[config.mk]
export PLATFORM = sky130hd
export DESIGN_NAME = rs485_addressed_slave_responder_core
export DESIGN_NICKNAME = d
export VERILOG_FILES = /design/src/hdl/rsp_pkg.sv /design/src/hdl/rsp_regs.sv /design/src/hdl/rsp_front.sv /design/src/hdl/rsp_fifo.sv /design/src/hdl/rsp_back.sv /design/src/hdl/rs485_addressed_slave_responder_core.sv
export SDC_FILE = /design/constraint.sdc
export NUM_CORES = 1
export LEC_CHECK = 0
export ABC_AREA = 1
export ABC_CLOCK_PERIOD_IN_PS = 3700
export BUFFER_PORTS_ARGS = -buffer_cell sky130_fd_sc_hd__buf_2
export CAP_MARGIN = 20
export CORE_MARGIN = 4
export CORE_UTILIZATION = 50
export CTS_BUF_LIST = sky130_fd_sc_hd__clkbuf_4 sky130_fd_sc_hd__clkbuf_8
export CTS_CLUSTER_DIAMETER = 120
export DETAILED_ROUTE_END_ITERATION = 12
export GPL_TIMING_DRIVEN = 0
export PLACE_DENSITY_LB_ADDON = 0.08
export REMOVE_ABC_BUFFERS = 1
export SLEW_MARGIN = 20
export SYNTH_ARGS = -nofsm -noshare
export SYNTH_HDL_FRONTEND = slang
export SYNTH_SLANG_ARGS = --single-unit
[constraint.sdc]
create_clock -name clk -period 3.7 [get_ports clk]
set_input_delay 0 -clock clk [delete_from_list [all_inputs] [get_ports clk]]
set_output_delay 0 -clock clk [all_outputs]
set_load 0.1 [all_outputs]
[src/hdl/rsp_pkg.sv]
// Shared types, codes and defaults of the addressed serial slave responder.
package rsp_pkg;

  localparam int BLOCK_LEN_DEF   = 10;
  localparam int QUEUE_DEPTH_DEF = 4;

  // Width of the stored-byte index and of the receive counter.
  localparam int CNT_W = 4;

  localparam logic OP_LINE = 1'b0;
  localparam logic OP_READ = 1'b1;

  localparam logic KIND_TX   = 1'b0;
  localparam logic KIND_READ = 1'b1;

  localparam logic [7:0] CMD_RECV    = 8'h01;
  localparam logic [7:0] CMD_SEND    = 8'h02;
  localparam logic [7:0] RSP_GOOD    = 8'hCC;
  localparam logic [7:0] RSP_BAD     = 8'hDD;
  localparam logic [7:0] RSP_UNKNOWN = 8'hAD;

  localparam logic [7:0] NODE_ADDRESS_RST = 8'h03;
  localparam logic [7:0] SEND_BYTE_0_RST  = 8'h0F;
  localparam logic [7:0] SEND_BYTE_1_RST  = 8'h0F;
  localparam logic [7:0] SEND_BYTE_2_RST  = 8'h09;

  localparam logic [1:0] REG_NODE_ADDRESS = 2'd0;
  localparam logic [1:0] REG_SEND_BYTE_0  = 2'd1;
  localparam logic [1:0] REG_SEND_BYTE_1  = 2'd2;
  localparam logic [1:0] REG_SEND_BYTE_2  = 2'd3;

  typedef struct packed {
    logic [7:0] node_address;
    logic [7:0] send_byte_0;
    logic [7:0] send_byte_1;
    logic [7:0] send_byte_2;
  } cfg_t;

  typedef enum logic [1:0] {
    JOB_TX,
    JOB_READ,
    JOB_SEND
  } job_kind_t;

  // One queued job: a single reply byte, a read-back, or a command 2 run
  // whose closing sum is carried in data.
  typedef struct packed {
    job_kind_t  kind;
    logic [7:0] data;
    logic       good;
  } job_t;

endpackage

[src/hdl/rsp_regs.sv]
// Configuration register bank behind the APB-style port.
module rsp_regs (
  input  logic             clk,
  input  logic             rst_n,
  input  logic             cfg_psel,
  input  logic             cfg_penable,
  input  logic             cfg_pwrite,
  input  logic [3:0]       cfg_paddr,
  input  logic [31:0]      cfg_pwdata,
  output logic [31:0]      cfg_prdata,
  output logic             cfg_pready,
  output rsp_pkg::cfg_t    cfg
);
  import rsp_pkg::*;

  cfg_t       cfg_r;
  logic       wr_en;
  logic [1:0] reg_idx;

  assign cfg_pready = 1'b1;
  assign wr_en      = cfg_psel & cfg_penable & cfg_pwrite & cfg_pready;
  assign reg_idx    = cfg_paddr[3:2];
  assign cfg        = cfg_r;

  always_ff @(posedge clk) begin
    if (!rst_n) begin
      cfg_r.node_address <= NODE_ADDRESS_RST;
      cfg_r.send_byte_0  <= SEND_BYTE_0_RST;
      cfg_r.send_byte_1  <= SEND_BYTE_1_RST;
      cfg_r.send_byte_2  <= SEND_BYTE_2_RST;
    end else if (wr_en) begin
      unique case (reg_idx)
        REG_NODE_ADDRESS: cfg_r.node_address <= cfg_pwdata[7:0];
        REG_SEND_BYTE_0:  cfg_r.send_byte_0  <= cfg_pwdata[7:0];
        REG_SEND_BYTE_1:  cfg_r.send_byte_1  <= cfg_pwdata[7:0];
        REG_SEND_BYTE_2:  cfg_r.send_byte_2  <= cfg_pwdata[7:0];
        default: ;
      endcase
    end
  end

  always_comb begin
    cfg_prdata = 32'd0;
    unique case (reg_idx)
      REG_NODE_ADDRESS: cfg_prdata[7:0] = cfg_r.node_address;
      REG_SEND_BYTE_0:  cfg_prdata[7:0] = cfg_r.send_byte_0;
      REG_SEND_BYTE_1:  cfg_prdata[7:0] = cfg_r.send_byte_1;
      REG_SEND_BYTE_2:  cfg_prdata[7:0] = cfg_r.send_byte_2;
      default:          cfg_prdata      = 32'd0;
    endcase
  end

endmodule

[src/hdl/rsp_front.sv]
// Front end: accepts items, runs the protocol state and queues reply jobs.
module rsp_front #(
  parameter int BLOCK_LEN = rsp_pkg::BLOCK_LEN_DEF
) (
  input  logic                      clk,
  input  logic                      rst_n,
  input  rsp_pkg::cfg_t             cfg,
  input  logic                      in_tvalid,
  output logic                      in_tready,
  input  logic                      opcode,
  input  logic [7:0]                line_byte,
  input  logic                      ninth_bit,
  input  logic [rsp_pkg::CNT_W-1:0] read_index,
  input  logic                      queue_full,
  output logic                      push,
  output rsp_pkg::job_t             push_job
);
  import rsp_pkg::*;

  localparam int IDX_W = (BLOCK_LEN > 1) ? $clog2(BLOCK_LEN) : 1;
  localparam logic [CNT_W:0] BLOCK_LEN_W = (CNT_W + 1)'(BLOCK_LEN);

  typedef enum logic [1:0] {
    PH_ADDR,
    PH_CMD,
    PH_RECV,
    PH_CSUM
  } phase_t;

  phase_t           phase_r, phase_nxt;
  logic [7:0]       sum_r, sum_nxt;
  logic [CNT_W-1:0] count_r, count_nxt;
  logic [7:0]       blk_r [BLOCK_LEN];
  logic             blk_we;
  logic             accept;
  logic             job_valid;
  job_t             job;
  logic [CNT_W:0]   count_inc;
  logic [7:0]       send_sum;

  assign in_tready = ~queue_full;
  assign accept    = in_tvalid & in_tready;
  assign push      = accept & job_valid;
  assign push_job  = job;
  assign count_inc = {1'b0, count_r} + (CNT_W + 1)'(1);
  assign send_sum  = sum_r + cfg.send_byte_0 + cfg.send_byte_1 + cfg.send_byte_2;

  always_comb begin
    phase_nxt = phase_r;
    sum_nxt   = sum_r;
    count_nxt = count_r;
    blk_we    = 1'b0;
    job_valid = 1'b0;
    job.kind  = JOB_TX;
    job.data  = 8'd0;
    job.good  = 1'b0;
    if (opcode == OP_READ) begin
      // Read-back leaves the protocol state alone.
      job_valid = 1'b1;
      job.kind  = JOB_READ;
      if ({1'b0, read_index} < BLOCK_LEN_W) begin
        job.data = blk_r[read_index[IDX_W-1:0]];
      end
    end else begin
      unique case (phase_r)
        PH_CMD: begin
          job_valid = 1'b1;
          if (line_byte == CMD_SEND) begin
            job.kind  = JOB_SEND;
            job.data  = send_sum;
            sum_nxt   = send_sum;
            phase_nxt = PH_ADDR;
          end else if (line_byte == CMD_RECV) begin
            job.data  = CMD_RECV;
            count_nxt = '0;
            phase_nxt = PH_RECV;
          end else begin
            job.data  = RSP_UNKNOWN;
            phase_nxt = PH_ADDR;
          end
        end
        PH_RECV: begin
          blk_we  = 1'b1;
          sum_nxt = sum_r + line_byte;
          if (count_inc >= BLOCK_LEN_W) begin
            count_nxt = '0;
            phase_nxt = PH_CSUM;
          end else begin
            count_nxt = count_inc[CNT_W-1:0];
          end
        end
        PH_CSUM: begin
          job_valid = 1'b1;
          job.good  = (line_byte == sum_r);
          job.data  = (line_byte == sum_r) ? RSP_GOOD : RSP_BAD;
          phase_nxt = PH_ADDR;
        end
        default: begin
          if (ninth_bit && (line_byte == cfg.node_address)) begin
            job_valid = 1'b1;
            job.data  = line_byte;
            sum_nxt   = 8'd0;
            phase_nxt = PH_CMD;
          end
        end
      endcase
    end
  end

  always_ff @(posedge clk) begin
    if (!rst_n) begin
      phase_r <= PH_ADDR;
      sum_r   <= 8'd0;
      count_r <= '0;
      for (int i = 0; i < BLOCK_LEN; i++) begin
        blk_r[i] <= 8'd0;
      end
    end else if (accept) begin
      phase_r <= phase_nxt;
      sum_r   <= sum_nxt;
      count_r <= count_nxt;
      if (blk_we) begin
        blk_r[count_r[IDX_W-1:0]] <= line_byte;
      end
    end
  end

endmodule

[src/hdl/rsp_fifo.sv]
// Short job queue between the front end and the reply sequencer.
module rsp_fifo #(
  parameter int DEPTH = rsp_pkg::QUEUE_DEPTH_DEF
) (
  input  logic          clk,
  input  logic          rst_n,
  input  logic          push,
  input  rsp_pkg::job_t push_job,
  input  logic          pop,
  output rsp_pkg::job_t pop_job,
  output logic          full,
  output logic          empty
);
  import rsp_pkg::*;

  localparam int PTR_W = (DEPTH > 1) ? $clog2(DEPTH) : 1;
  localparam int CNT_W_Q = $clog2(DEPTH + 1);
  localparam logic [PTR_W-1:0] LAST_PTR = PTR_W'(DEPTH - 1);
  localparam logic [CNT_W_Q-1:0] DEPTH_W = CNT_W_Q'(DEPTH);

  job_t               mem_r [DEPTH];
  logic [PTR_W-1:0]   wr_ptr_r, rd_ptr_r;
  logic [CNT_W_Q-1:0] fill_r;

  assign full    = (fill_r == DEPTH_W);
  assign empty   = (fill_r == '0);
  assign pop_job = mem_r[rd_ptr_r];

  always_ff @(posedge clk) begin
    if (push) begin
      mem_r[wr_ptr_r] <= push_job;
    end
  end

  always_ff @(posedge clk) begin
    if (!rst_n) begin
      wr_ptr_r <= '0;
      rd_ptr_r <= '0;
      fill_r   <= '0;
    end else begin
      if (push) begin
        wr_ptr_r <= (wr_ptr_r == LAST_PTR) ? '0 : wr_ptr_r + PTR_W'(1);
      end
      if (pop) begin
        rd_ptr_r <= (rd_ptr_r == LAST_PTR) ? '0 : rd_ptr_r + PTR_W'(1);
      end
      if (push && !pop) begin
        fill_r <= fill_r + CNT_W_Q'(1);
      end else if (pop && !push) begin
        fill_r <= fill_r - CNT_W_Q'(1);
      end
    end
  end

endmodule

[src/hdl/rsp_back.sv]
// Reply sequencer: turns queued jobs into result items through an output register.
module rsp_back (
  input  logic          clk,
  input  logic          rst_n,
  input  rsp_pkg::cfg_t cfg,
  input  logic          queue_empty,
  input  rsp_pkg::job_t queue_job,
  output logic          pop,
  output logic          out_tvalid,
  input  logic          out_tready,
  output logic          out_kind,
  output logic [7:0]    out_tx_byte,
  output logic          out_last,
  output logic          out_good,
  output logic [7:0]    out_read_data
);
  import rsp_pkg::*;

  typedef enum logic [2:0] {
    SEQ_IDLE,
    SEQ_B0,
    SEQ_B1,
    SEQ_B2,
    SEQ_SUM
  } seq_t;

  seq_t       seq_r, seq_nxt;
  logic [7:0] sum_r, sum_nxt;
  logic       valid_r, valid_nxt;
  logic       kind_r, kind_nxt;
  logic [7:0] tx_r, tx_nxt;
  logic       last_r, last_nxt;
  logic       good_r, good_nxt;
  logic [7:0] rd_r, rd_nxt;
  logic       out_free;

  assign out_free      = ~valid_r | out_tready;
  assign out_tvalid    = valid_r;
  assign out_kind      = kind_r;
  assign out_tx_byte   = tx_r;
  assign out_last      = last_r;
  assign out_good      = good_r;
  assign out_read_data = rd_r;

  always_comb begin
    seq_nxt   = seq_r;
    sum_nxt   = sum_r;
    valid_nxt = valid_r;
    kind_nxt  = kind_r;
    tx_nxt    = tx_r;
    last_nxt  = last_r;
    good_nxt  = good_r;
    rd_nxt    = rd_r;
    pop       = 1'b0;
    if (out_free) begin
      kind_nxt  = KIND_TX;
      tx_nxt    = 8'd0;
      last_nxt  = 1'b0;
      good_nxt  = 1'b0;
      rd_nxt    = 8'd0;
      valid_nxt = 1'b1;
      unique case (seq_r)
        SEQ_B0: begin
          tx_nxt  = cfg.send_byte_0;
          seq_nxt = SEQ_B1;
        end
        SEQ_B1: begin
          tx_nxt  = cfg.send_byte_1;
          seq_nxt = SEQ_B2;
        end
        SEQ_B2: begin
          tx_nxt  = cfg.send_byte_2;
          seq_nxt = SEQ_SUM;
        end
        SEQ_SUM: begin
          tx_nxt   = sum_r;
          last_nxt = 1'b1;
          seq_nxt  = SEQ_IDLE;
        end
        default: begin
          if (queue_empty) begin
            valid_nxt = 1'b0;
          end else begin
            pop = 1'b1;
            unique case (queue_job.kind)
              JOB_READ: begin
                kind_nxt = KIND_READ;
                rd_nxt   = queue_job.data;
                last_nxt = 1'b1;
              end
              JOB_SEND: begin
                // Echo the command now, the data bytes and sum follow.
                tx_nxt  = CMD_SEND;
                sum_nxt = queue_job.data;
                seq_nxt = SEQ_B0;
              end
              default: begin
                tx_nxt   = queue_job.data;
                good_nxt = queue_job.good;
                last_nxt = 1'b1;
              end
            endcase
          end
        end
      endcase
    end
  end

  always_ff @(posedge clk) begin
    if (!rst_n) begin
      seq_r   <= SEQ_IDLE;
      valid_r <= 1'b0;
    end else begin
      seq_r   <= seq_nxt;
      valid_r <= valid_nxt;
    end
    sum_r  <= sum_nxt;
    kind_r <= kind_nxt;
    tx_r   <= tx_nxt;
    last_r <= last_nxt;
    good_r <= good_nxt;
    rd_r   <= rd_nxt;
  end

  a_pop_only_idle: assert property (@(posedge clk) disable iff (!rst_n)
    pop |-> (seq_r == SEQ_IDLE) && !queue_empty)
    else $error("job taken from the queue while a run is still in progress");

  a_run_keeps_valid: assert property (@(posedge clk) disable iff (!rst_n)
    (seq_r != SEQ_IDLE) |-> valid_r)
    else $error("command run in progress without a result on the output");

  a_read_is_single: assert property (@(posedge clk) disable iff (!rst_n)
    (valid_r && (kind_r == KIND_READ)) |-> last_r && !good_r && (tx_r == 8'd0))
    else $error("read reply not a single result");

  a_good_on_ack: assert property (@(posedge clk) disable iff (!rst_n)
    (valid_r && good_r) |-> (tx_r == RSP_GOOD) && last_r)
    else $error("frame_good set on a result other than the match reply");

endmodule

[src/hdl/rs485_addressed_slave_responder_core.sv]
// Top level of the addressed serial slave responder.
//
// The in_ stream carries one item per received byte or read-back request;
// the out_ stream carries the reply bytes and read-back results, with
// tlast on the final result caused by each item. The cfg_ port is an
// APB-style register bank (node address and the three command 2 bytes).
// An item is accepted whenever the job queue has room, so the input takes
// one item per clock while in_tready is high. When the queue and the output
// register are empty, the item's job is written into the job queue and then
// into the output register, from which its first result is presented on out_.
// Command 2 produces a run of five results; while the receiver does not
// stall, the sustained output rate is one result per clock, set by the single
// output register.
// If the receiver stalls, the output register holds its result and the
// job queue (QUEUE_DEPTH entries) keeps absorbing items; in_tready falls
// only when the queue is full. Reset returns the protocol to the address
// phase, clears the running sum, the counter and the stored block, empties
// the queue and loads the register defaults; no clearing pass is needed.
module rs485_addressed_slave_responder_core #(
  parameter int BLOCK_LEN   = rsp_pkg::BLOCK_LEN_DEF,
  parameter int QUEUE_DEPTH = rsp_pkg::QUEUE_DEPTH_DEF
) (
  input  logic        clk,
  input  logic        rst_n,
  input  logic        in_tvalid,
  output logic        in_tready,
  input  logic [15:0] in_tdata,   // [7:0] line_byte, [11:8] read_index, [15:12] zero
  input  logic [1:0]  in_tuser,   // [0] opcode, [1] ninth_bit
  output logic        out_tvalid,
  input  logic        out_tready,
  output logic [15:0] out_tdata,  // [7:0] tx_byte, [15:8] read_data
  output logic [1:0]  out_tuser,  // [0] kind, [1] frame_good
  output logic        out_tlast,  // last_in_run
  input  logic        cfg_psel,
  input  logic        cfg_penable,
  input  logic        cfg_pwrite,
  input  logic [3:0]  cfg_paddr,
  input  logic [31:0] cfg_pwdata,
  output logic [31:0] cfg_prdata,
  output logic        cfg_pready
);
  import rsp_pkg::*;

  cfg_t       cfg;
  logic       queue_full;
  logic       queue_empty;
  logic       push;
  logic       pop;
  job_t       push_job;
  job_t       pop_job;
  logic       out_kind;
  logic       out_good;
  logic [7:0] out_tx_byte;
  logic [7:0] out_read_data;

  assign out_tdata = {out_read_data, out_tx_byte};
  assign out_tuser = {out_good, out_kind};

  rsp_regs u_regs (
    .clk         (clk),
    .rst_n       (rst_n),
    .cfg_psel    (cfg_psel),
    .cfg_penable (cfg_penable),
    .cfg_pwrite  (cfg_pwrite),
    .cfg_paddr   (cfg_paddr),
    .cfg_pwdata  (cfg_pwdata),
    .cfg_prdata  (cfg_prdata),
    .cfg_pready  (cfg_pready),
    .cfg         (cfg)
  );

  rsp_front #(
    .BLOCK_LEN (BLOCK_LEN)
  ) u_front (
    .clk        (clk),
    .rst_n      (rst_n),
    .cfg        (cfg),
    .in_tvalid  (in_tvalid),
    .in_tready  (in_tready),
    .opcode     (in_tuser[0]),
    .line_byte  (in_tdata[7:0]),
    .ninth_bit  (in_tuser[1]),
    .read_index (in_tdata[11:8]),
    .queue_full (queue_full),
    .push       (push),
    .push_job   (push_job)
  );

  rsp_fifo #(
    .DEPTH (QUEUE_DEPTH)
  ) u_fifo (
    .clk      (clk),
    .rst_n    (rst_n),
    .push     (push),
    .push_job (push_job),
    .pop      (pop),
    .pop_job  (pop_job),
    .full     (queue_full),
    .empty    (queue_empty)
  );

  rsp_back u_back (
    .clk           (clk),
    .rst_n         (rst_n),
    .cfg           (cfg),
    .queue_empty   (queue_empty),
    .queue_job     (pop_job),
    .pop           (pop),
    .out_tvalid    (out_tvalid),
    .out_tready    (out_tready),
    .out_kind      (out_kind),
    .out_tx_byte   (out_tx_byte),
    .out_last      (out_tlast),
    .out_good      (out_good),
    .out_read_data (out_read_data)
  );

endmodule
# Word level (Yosys, flattened, before mapping)
# Memories as Yosys holds them, arrays and structs flattened. A register that Yosys moved wholly into a read port is not among the register bits.
# Index checks and enable logic that the tools add are counted.
# Widths: inputs -> output; s select.
[word_totals] mem_count=2 elab_cells=154 input_bits=61 output_inout_bits=54 ram_bits=124 regBits=84
[classes] n_bitwise=12 magnitude_cmp=2 n_eq_ne=24 n_mux=59 reduce_logical=28 add_sub_neg=9
[memory_table] name="u_front.blk_r" words=10 word_bits=8 rd=1 rd_ports_with_merged_regs=0 wr=10 line_no="rsp_front.sv:33" text="logic [7:0] blk_r [BLOCK_LEN];"
[memory_table] name="u_fifo.mem_r" words=4 word_bits=11 rd=1 rd_ports_with_merged_regs=1 wr=1 line_no="rsp_fifo.sv:21" text="job_t mem_r [DEPTH];"
[ops] cell="$mux 8" count=8
[ops] cell="$pmux 8 s4" count=2
[ops] cell="$pmux 8 s3" count=2
[ops] cell="$add 8x8->8" count=4
[ops] cell="$mux 1" count=21
[ops] cell="$mux 2" count=10
[ops] cell="$eq 8x8->1" count=2
[ops] cell="$mux 4" count=4
[ops] cell="$pmux 8 s2" count=1
[ops] cell="$eq 2x2->1 const B" count=7
[ops] cell="$mux 3" count=4
[ops] cell="$pmux 3 s4" count=1
[ops] cell="$mux 10" count=1
[ops] cell="$reduce_and 5->1" count=2
[ops] cell="$eq 8x1->1 const B" count=1
[ops] cell="$eq 8x2->1 const B" count=1
[ops] cell="$pmux 4 s2" count=1
[ops] cell="$reduce_and 2->1" count=4
[ops] cell="$reduce_and 4->1" count=2
[ops] cell="$reduce_or 8->1" count=1
[ops] cell="$not 1->1" count=7
[ops] cell="$reduce_or 7->1" count=1
[ops] cell="$eq 2x1->1 const B" count=3
[ops] cell="$eq 3x2->1 const B" count=2
[ops] cell="other kinds (30)" count=42

# Longest topological paths before layout
# Gate-level depths: netlist of run 1.
[logic_depth] ltp_word=10 ltp_mapped=17 mapped_depth_nobuf=17

# Hierarchy
# A second synthesis of run 1 with hierarchy kept.
[hier_totals] hier_cells=1349 hier_area_um2=11507.3
[by_module_without_submodules] module="rsp_front" area_per_inst_um2=6172.2 seq_area_each_um2=2682.6 n_inst=1 cells_per_inst=772
[by_module_without_submodules] module="rsp_fifo" area_per_inst_um2=2103.3 seq_area_each_um2=1501.4 n_inst=1 cells_per_inst=166
[by_module_without_submodules] module="rsp_regs" area_per_inst_um2=1689.1 seq_area_each_um2=640.6 n_inst=1 cells_per_inst=253
[by_module_without_submodules] module="rsp_back" area_per_inst_um2=1527.7 seq_area_each_um2=890.9 n_inst=1 cells_per_inst=156
[by_module_without_submodules] module="rs485_addressed_slave_responder_core" area_per_inst_um2=15.0 seq_area_each_um2=0.0 n_inst=1 cells_per_inst=2

# Worst setup path before layout of run 1
# Ideal clock, no wire load.
[synth_timing] path_type="register -> register" start="register u_regs.cfg_r (netlist bit u_regs.cfg[1])" end="memory u_fifo.mem_r[0][6] (netlist bit), data pin" arrival_ps=2668 slack_ps=769 synth_period_minus_slack_ps=2931 required_ps=3437 path_stages_with_launch=14 setup_ps=263 n_path_buf=0 cell_sequence="dfxtp_1 inv_1 fa_1 fa_1 inv_1 ha_1 fa_1 inv_1 nor2_1 nor3_1 nand3b_1 a21oi_1 o21ai_0 inv_1"
[synth_lines] element="start: declaration" line_no="rsp_regs.sv:16" text="cfg_t cfg_r;"
[synth_lines] element="end: declaration" line_no="rsp_fifo.sv:21"

==> results of run 1 <==
-- synthesized netlist by cell type (3+ instances only) --
cell,number,share of area (%)
nor2_8,6,1.1
nand2_1,205,6.9
inv_2,15,0.51
inv_1,140,4.7
o221ai_1,5,0.39
ha_1,28,3.2
fa_1,16,2.9
clkbuf_1,27,0.91
dfxtp_1,59,11
buf_4,27,1.8
nand2_2,11,0.62
a21boi_1,4,0.27
nor2_4,5,0.51
nand4_1,15,0.84
o211ai_1,29,2.0
o22ai_1,11,0.62
o21ai_0,91,4.1
nand3_1,55,2.5
edfxtp_1,151,41
nand2_4,3,0.30
nor2_1,183,6.2
a21oi_1,74,3.3
a32oi_1,10,0.79
nor3_1,9,0.41
nor2_2,4,0.23
buf_2,3,0.14
or2_2,8,0.45
-- state kept, by name (all words and copies together), names as in the netlist, 2 cells and up, named ones only --
register              count
u_front.blk_r            80
u_front.count_r           4
u_back.sum_r              8
u_back.seq_r              3
u_back.out_read_data      8
u_fifo.wr_ptr_r           2
u_fifo.rd_ptr_r           2
u_fifo.fill_r             3
u_fifo.mem_r             44
u_front.sum_r             8
u_regs.cfg               32
u_back.out_tx_byte        8
-- timing repair --
action | CTS | global route
setup endpoints to repair | 0 | 8
hold endpoints to repair | 50 | 0
buffers inserted | 0 | 0
resized for setup | 0 | 2
hold buffers | 16 | 0
-- layer usage --
metal | vias up | part of all wire [%] | GRT usage (%)
met3 | 49 | 6.9 | 4.73
met4 | 0 | 2.3 | 6.84
met2 | 265 | 47 | 37.9
li1 | 4284 | - | -
met1 | 4186 | 43 | 31.3
met5 | - | 0 | 0
-- through the flow --
stage                     area (um^2)  std cells  total power, W
final                           12400       1619         0.00726
after global routing            12400       1619         0.00764
after CTS                       12400       1619         0.00732
after detailed placement        11500       1536         0.00527
after global placement          11500       1536         0.00523
after floorplan                 10900       1197         0.00473
-- kinds of logic (layout without fill, tap and decap cells) --
logic type	after synthesis	count (layout)	share of synthesized area (%)
adder cells (fa/ha/maj)	44	44	6.04
AO/OA/AOI/OAI	244	244	13.0
XOR/XNOR	3	3	0.237
buffers and inverters	217	300	8.45
other	2	25	0.0676
AND/OR/NAND/NOR	513	513	20.8
flip-flops	210	210	51.5
-- report_power, final --
group / internal, W / switching, W / total, W
Clock: 0.00112 / 0.000919 / 0.00204
Sequential: 0.00283 / 0.000114 / 0.00295
Combinational: 0.000458 / 0.00182 / 0.00228
-- layout make-up --
class                   instances  area, um^2
well taps                     280         350
clock buffers                  54         649
flip-flops and latches        210        5720
clock inverters                13        52.6
repair buffers                 75         455
inverters                     158         596
multi-input cells             829        4540
fillers                      2000        9460
-- worst max-delay path: cells and delay by family, from the launching register on --
family	cells	cell delay [ps]
compound gates	2	400
fa+ha+maj	4	1780
buf+inv	4	340
flops	1	320
simple gates	3	430
-- worst min-delay path by stage --
| stage | endpoint | slack [ps] | depth (start not counted) |
|---|---|---|---|
| after floorplan | u_regs.cfg[16] | 80 | 1 |
| after global placement | u_regs.cfg[18] | 280 | 3 |
| after detailed placement | u_regs.cfg[18] | 280 | 3 |
| after CTS | u_front.blk_r[7][6] | 40 | 3 |
| after global routing | u_regs.cfg[10] | 80 | 5 |
| final | u_regs.cfg[0] | 60 | 5 |
==> qor.yml, run 1 <==
worstPathMaxFanout: 4
clock_path_buffers: 3
ir_worst_vdd_mv: 0.317
synthFlopType: "edfxtp_1"
whs_ps: 61.7
worstHoldStart: "cfg_penable"
hold_violations: 0
setup_violations: 0
r2r_start: "u_regs.cfg[1]"
preCtsSetupSlack_ps: 60.6
pwr_density_cell_mw_per_mm2: 587
crit_path_cell_trace: "inv_1 > fa_1 > fa_1 > inv_1 > ha_1 > fa_1 > inv_1 > nor2_1 > nor3_1 > nand3b_1 > a21oi_1 > o21ai_1 > inv_1"
final_cell_mix: "nand2_1 (205), nor2_1 (183), edfxtp_1 (151), inv_1 (139), o21ai_0 (90)"
cp_common_cell: "inv_1"
initial_core_util_pct: 50.9
ant_nets: 0
grt_max_degree: 56
syn_area_per_cell_um2: 9.01
slowest_delay_ps: 560
timing.reg2reg.setup_slack_ps: 160
fp.coreArea_mm2: 0.0218
reg2reg_to: "u_fifo.mem_r[1][6]"
cts_buffers: 37
first_global_vias: 8206
endpoint: "u_fifo.mem_r[1][6]"
timing.slew.headroom_pct: 27.8
dieArea_mm2: 0.0247
gp_congestion: 0.903
max_clock_freq_mhz: 283
routedWlPerCell_um: 17.4
period_share_pct: 95.6
cts.sinks: 210
tightest_slew_ps: 1080
arrival_ps: 3770
tns_ps: 0
routed_via_density: 5.43
via_count: 8784
path_class: "flip-flop to flip-flop"
reg2reg_depth: 13
die_h_um: 157
post-route-util_pct: 56.7
worstSkewPairLatency_ps: 520
clkTransAtPathRegs_ps: 60
htreeDepth: 2
fin_crit_ps: 3540
synth-async-reset-ratio_pct: 0
ios: 115
grt_first_pass_wirelength_um: 44400
grt_setup_unrepaired: "false"
insertedDiodeCount: 0
grt_overflow_total: 0
synthToLayoutAreaGrowth_pct: 11.3
cp-start-kind: "flip-flop"
ys_ff_latch: 210
power_leakage_nw: 5.13
grtUsageTotal_pct: 23.1
drive_gt1_share_pct: 13.1
critPathCaptureType: "flip-flop"
final_common_cell: "nand2_1"
synth_edf_count: 151
dr.first_iter.drc_count: 634
finalWirelength_um: 28200
firstDrtPassIters: 7
holdCritPathClass: "input pin to flip-flop"
cts-root-buf: "clkbuf_8"
worstSetupStartpoint: "u_regs.cfg[1]"
cpMaxStageDelayCell: "fa_1"
outcome: "completed"
cts_tree: "done"
synth_cells: 1233
drv_slew: 0
syn_area_mm2: 0.0111
dp_hpwl_um: 20200
yosysWarnings: 0
fp-row-count: 54
cp.required_ps: 3930
antenna_found_initial: 0
die_x_um: 157
synth_seq_area_share_pct: 51.5
cap_violations: 0
setup_ws_ps: 161
drc: 0
nets: 1416
clock_skew_ps: 27.7
ys_types: 54
io_buffers: 59
(Power assumes the default switching activity.)
==> run 2: changes to the inputs <==
--- a/config.mk
+++ b/config.mk
@@ -13,10 +13,12 @@
 export CORE_UTILIZATION = 50
 export CTS_BUF_LIST = sky130_fd_sc_hd__clkbuf_4 sky130_fd_sc_hd__clkbuf_8
 export CTS_CLUSTER_DIAMETER = 120
+export CTS_CLUSTER_SIZE = 25
 export DETAILED_ROUTE_END_ITERATION = 12
 export GPL_TIMING_DRIVEN = 0
 export PLACE_DENSITY_LB_ADDON = 0.08
 export REMOVE_ABC_BUFFERS = 1
+export SETUP_SLACK_MARGIN = 0.4
 export SLEW_MARGIN = 20
 export SYNTH_ARGS = -nofsm -noshare
 export SYNTH_HDL_FRONTEND = slang
==> run 2 against run 1 <==
Net effect: fmax up 11%; total power is 12% lower; worst setup slack improved by 360 ps; largest cell class unchanged; final cell count down 2.8%; critical path type unchanged; flip-flop and latch count unchanged.
==> qor.yml, run 2 (same netlist as run 1, synthesis figures left out) <==
r2r_start: "u_regs.cfg[17]"
fin_total_pwr_w: 0.00638
timing.reg2reg.setup_slack_ps: 520
fin_area_mm2: 0.0120
clkTransAtPathRegs_ps: 160
timing.slew.headroom_pct: 27.7
hold_violations: 0
htreeDepth: 1
critPathCaptureType: "flip-flop"
outcome: "completed"
place_inst: 1536
cts-root-buf: "clkbuf_8"
routed_via_density: 5.49
holdCritPathClass: "input pin to flip-flop"
pwr_density_cell_mw_per_mm2: 531
worstSkewPairLatency_ps: 530
cts_tree: "done"
fp.coreArea_mm2: 0.0218
place_area_mm2: 0.0115
power_leakage_nw: 4.90
cts_buffers: 12
die_h_um: 157
fp-row-count: 54
nets: 1393
clock_path_buffers: 3
cap_violations: 0
setup_ws_ps: 520
grt_max_degree: 56
grt_overflow_total: 0
setup_violations: 0
final_common_cell: "nand2_1"
arrival_ps: 3460
ios: 115
max_clock_freq_mhz: 314
gp_congestion: 0.903
synthToLayoutAreaGrowth_pct: 8.10
drc: 0
worstPathMaxFanout: 4
cp-start-kind: "flip-flop"
dr.first_iter.drc_count: 589
reg2reg_to: "u_fifo.mem_r[1][6]"
insertedDiodeCount: 0
final_cell_mix: "nand2_1 (203), nor2_1 (183), edfxtp_1 (151), inv_1 (134), o21ai_0 (88)"
clock_skew_ps: 36.2
largest_reg_flops: 80
ant_nets: 0
firstDrtPassIters: 5
antenna_found_initial: 0
tightest_slew_ps: 1080
tns_ps: 0
regMostFlops: "u_front.blk_r"
cts.sinks: 210
grtUsageTotal_pct: 22.6
preCtsSetupSlack_ps: 60.6
final_cells: 1574
cp.required_ps: 3980
finalWirelength_um: 28000
drv_slew: 0
fin_crit_ps: 3180
via_count: 8635
routedWlPerCell_um: 17.8
io_buffers: 59
grt_first_pass_wirelength_um: 43400
first_global_vias: 7927
ir_worst_vdd_mv: 0.350
initial_core_util_pct: 50.9
worstSetupStartpoint: "u_regs.cfg[17]"
die_x_um: 157
period_share_pct: 85.9
drive_gt1_share_pct: 12.9
dp_hpwl_um: 20200
path_class: "flip-flop to flip-flop"
endpoint: "u_fifo.mem_r[1][6]"
reg2reg_depth: 13
dieArea_mm2: 0.0247
grt_setup_unrepaired: "false"
[run 2: cell count changes in the layout (fill, tap and decap cells not counted), moves of 5 or more]
cell	delta
clkbuf_4	-9
clkbuf_8	-26
clkinv_1	-12
ha_1	-5
inv_1	-5
inv_2	+5
[run 2: worst min path at each step]
| stage | start | endpoint | slack [ps] | cells after the start |
|---|---|---|---|---|
| 3_5_place_dp | cfg_pwdata[2] | u_regs.cfg[18] | 280 | 3 |
| 2_1_floorplan | rst_n | u_regs.cfg[16] | 80 | 1 |
| 5_1_grt | cfg_penable | u_regs.cfg[10] | 30 | 5 |
| 4_1_cts | cfg_penable | u_regs.cfg[0] | 7 | 5 |
| 6_report | cfg_penable | u_regs.cfg[0] | 10 | 5 |
| 3_3_place_gp | cfg_pwdata[2] | u_regs.cfg[18] | 280 | 3 |
[run 2: layout make-up]
| cell class | instances | area, um^2 |
|---|---|---|
| well taps | 280 | 350 |
| fillers | 2052 | 9820 |
| repair buffers | 77 | 470 |
| multi-input cells | 829 | 4630 |
| flip-flops and latches | 210 | 5720 |
| clock buffers | 19 | 224 |
| clock inverters | 1 | 16.3 |
| inverters | 158 | 596 |
[run 2: routing by layer]
metal | wire (um) | vias up | GRT usage (%)
li1 | - | 4213 | -
met1 | 12100 | 4113 | 31.5
met2 | 13500 | 274 | 37.8
met3 | 1840 | 35 | 3.57
met4 | 592 | 0 | 4.83
met5 | 0 | - | 0
[run 2: critical path: stages (launching register included)]
cell	delay, ps
dfxtp_2	370
inv_2	50
fa_2	510
fa_1	550
inv_1	60
ha_4	170
fa_2	390
inv_2	60
nor2_1	40
nor3_1	150
nand3b_1	180
a21oi_2	80
o21ai_2	230
inv_2	80
[run 2: timing repair]
action,4_1_cts,5_1_grt
resized for setup,5,25
hold buffers,16,0
hold endpoints to repair,54,0
pin swaps,1,8
setup buffers,1,1
setup endpoints to repair,8,29
[run 2: through the flow]
| step | hold slack [ps] | util [%] |
|---|---|---|
| floorplan | 84.1 | - |
| global placement | 280 | 52.7 |
| detailed placement | 282 | 52.7 |
| CTS | 7.17 | 54.6 |
| global route | 28.0 | 55.0 |
| finish | 14.4 | 55.0 |
[run 2: report_power, final]
group	leakage, nW	internal, W	switching, W
clock	0.128	0.000402	0.000742
sequential	2.00	0.00283	0.000114
combinational	2.77	0.000464	0.00183
==> run 3: changes to the inputs <==
--- a/config.mk
+++ b/config.mk
@@ -11,7 +11,6 @@
 export CAP_MARGIN = 20
 export CORE_MARGIN = 4
 export CORE_UTILIZATION = 50
-export CTS_BUF_LIST = sky130_fd_sc_hd__clkbuf_4 sky130_fd_sc_hd__clkbuf_8
 export CTS_CLUSTER_DIAMETER = 120
 export CTS_CLUSTER_SIZE = 25
 export DETAILED_ROUTE_END_ITERATION = 12
==> run 3 against run 2 <==
Net effect: non-clock buffer count down 4; flip-flop and latch count did not move; via count shrank 0.37%; total power is 4.7% higher; largest power group unchanged.
==> qor.yml, run 3 (same netlist as run 1, synthesis figures left out) <==
cap_violations: 0
io_buffers: 59
reg2reg_depth: 13
place_inst: 1536
clock_path_buffers: 3
cts.sinks: 210
r2r_start: "u_regs.cfg[17]"
tightest_slew_ps: 1070
ir_worst_vdd_mv: 0.342
max_clock_freq_mhz: 313
fp-row-count: 54
worstPathMaxFanout: 4
grt_setup_unrepaired: "false"
dieArea_mm2: 0.0247
routedWlPerCell_um: 17.8
ios: 115
preCtsSetupSlack_ps: 60.6
final_common_cell: "nand2_1"
clkTransAtPathRegs_ps: 110
clock_skew_ps: 19.5
pwr_density_cell_mw_per_mm2: 553
initial_core_util_pct: 50.9
ant_nets: 0
final_cells: 1570
fin_crit_ps: 3190
dr.first_iter.drc_count: 562
nets: 1389
hold_violations: 0
via_count: 8603
path_delay_family: "adder cells"
first_global_vias: 7918
largest_reg_flops: 80
power_leakage_nw: 4.93
htreeDepth: 1
worstSetupStartpoint: "u_regs.cfg[17]"
cts_tree: "done"
fillers: 2033
insertedDiodeCount: 0
period_share_pct: 86.3
routed_via_density: 5.48
cts_buffers: 12
grt_overflow_total: 0
die_x_um: 157
cts-root-buf: "clkbuf_16"
regMostFlops: "u_front.blk_r"
timing.reg2reg.setup_slack_ps: 510
finalWirelength_um: 28000
reg2reg_to: "u_fifo.mem_r[1][6]"
drv_slew: 0
cp.required_ps: 3920
outcome: "completed"
tns_ps: 0
worstSkewPairLatency_ps: 480
synthToLayoutAreaGrowth_pct: 8.65
path_class: "flip-flop to flip-flop"
grt_max_degree: 56
cpMaxStageDelayCell: "fa_1"
arrival_ps: 3410
slowest_delay_ps: 550
gp_congestion: 0.903
fp.coreArea_mm2: 0.0218
cp-start-kind: "flip-flop"
timing.slew.headroom_pct: 28.5
drive_gt1_share_pct: 12.4
setup_violations: 0
holdCritPathClass: "input pin to flip-flop"
antenna_found_initial: 0
setup_ws_ps: 508
critPathBufInv: 4
die_h_um: 157
crit_path_cell_trace: "inv_2 > fa_2 > fa_1 > inv_1 > ha_2 > fa_2 > inv_2 > nor2_1 > nor3_1 > nand3b_1 > a21oi_2 > o21ai_2 > inv_2"
grtUsageTotal_pct: 22.6
final_cell_mix: "nand2_1 (203), nor2_1 (183), edfxtp_1 (151), inv_1 (134), o21ai_0 (88)"
endpoint: "u_fifo.mem_r[1][6]"
grt_first_pass_wirelength_um: 43400
cp.depth: 13
firstDrtPassIters: 5
critPathCaptureType: "flip-flop"
cp_common_cell: "inv_2"
drc: 0
dp_hpwl_um: 20200
[run 3: stage by stage]
step / area, um^2 / total power (W) / utilization (%) / hold WS (ps)
2_1_floorplan: 10900 / 0.00473 / - / 84.1
3_3_place_gp: 11500 / 0.00523 / 52.7 / 280
5_1_grt: 12100 / 0.00699 / 55.3 / 45.0
4_1_cts: 12000 / 0.00670 / 55.0 / 15.2
6_report: 12100 / 0.00668 / 55.3 / 35.0
3_5_place_dp: 11500 / 0.00527 / 52.7 / 282
[run 3: cell type report]
class / instances / area, um^2 / area share [%]
sequential: 210 / 5720 / 47.4
multi-input combinational: 829 / 4610 / 38.2
inverter: 158 / 596 / 4.93
timing repair buffer: 73 / 430 / 3.57
tap: 280 / 350 / 2.90
clock buffer: 19 / 348 / 2.88
clock inverter: 1 / 16.3 / 0.135
[run 3: how the worst min path moves through the flow]
stage / from / endpoint / slack [ps] / cells after the start
floorplan: rst_n / u_regs.cfg[16] / 80 / 1
global placement: cfg_pwdata[2] / u_regs.cfg[18] / 280 / 3
detailed placement: cfg_pwdata[2] / u_regs.cfg[18] / 280 / 3
CTS: in_tdata[2] / u_fifo.mem_r[2][3] / 20 / 3
global route: in_tdata[0] / u_front.blk_r[9][0] / 40 / 3
finish: in_tdata[2] / u_fifo.mem_r[2][3] / 40 / 3
[run 3: report_power, final]
| part | internal [W] | switching (W) | total, W |
|---|---|---|---|
| combinational | 0.000458 | 0.00183 | 0.00228 |
| sequential | 0.00283 | 0.000113 | 0.00294 |
| clock | 0.000668 | 0.000785 | 0.00145 |
| total | 0.00395 | 0.00272 | 0.00668 |
[run 3: worst min-delay path, cell delays in order]
cell and delay [ps]:
buf_2 140, nand2_1 80, a21boi_1 110
[run 3: layer usage]
| metal | track usage, % | wire length [um] | vias up |
|---|---|---|---|
| met1 | 31.3 | 12400 | 4101 |
| li1 | - | - | 4214 |
| met2 | 37.3 | 13300 | 250 |
| met4 | 5.33 | 667 | 0 |
| met3 | 3.96 | 1650 | 38 |
| met5 | 0 | 0 | - |
[run 3: repair_timing]
item / in CTS / in global routing
hold buffers: 12 / 0
endpoints found under the hold margin: 40 / 0
pin swaps: 1 / 8
buffers inserted: 1 / 1
setup endpoints to repair: 8 / 29
resized for setup: 5 / 23
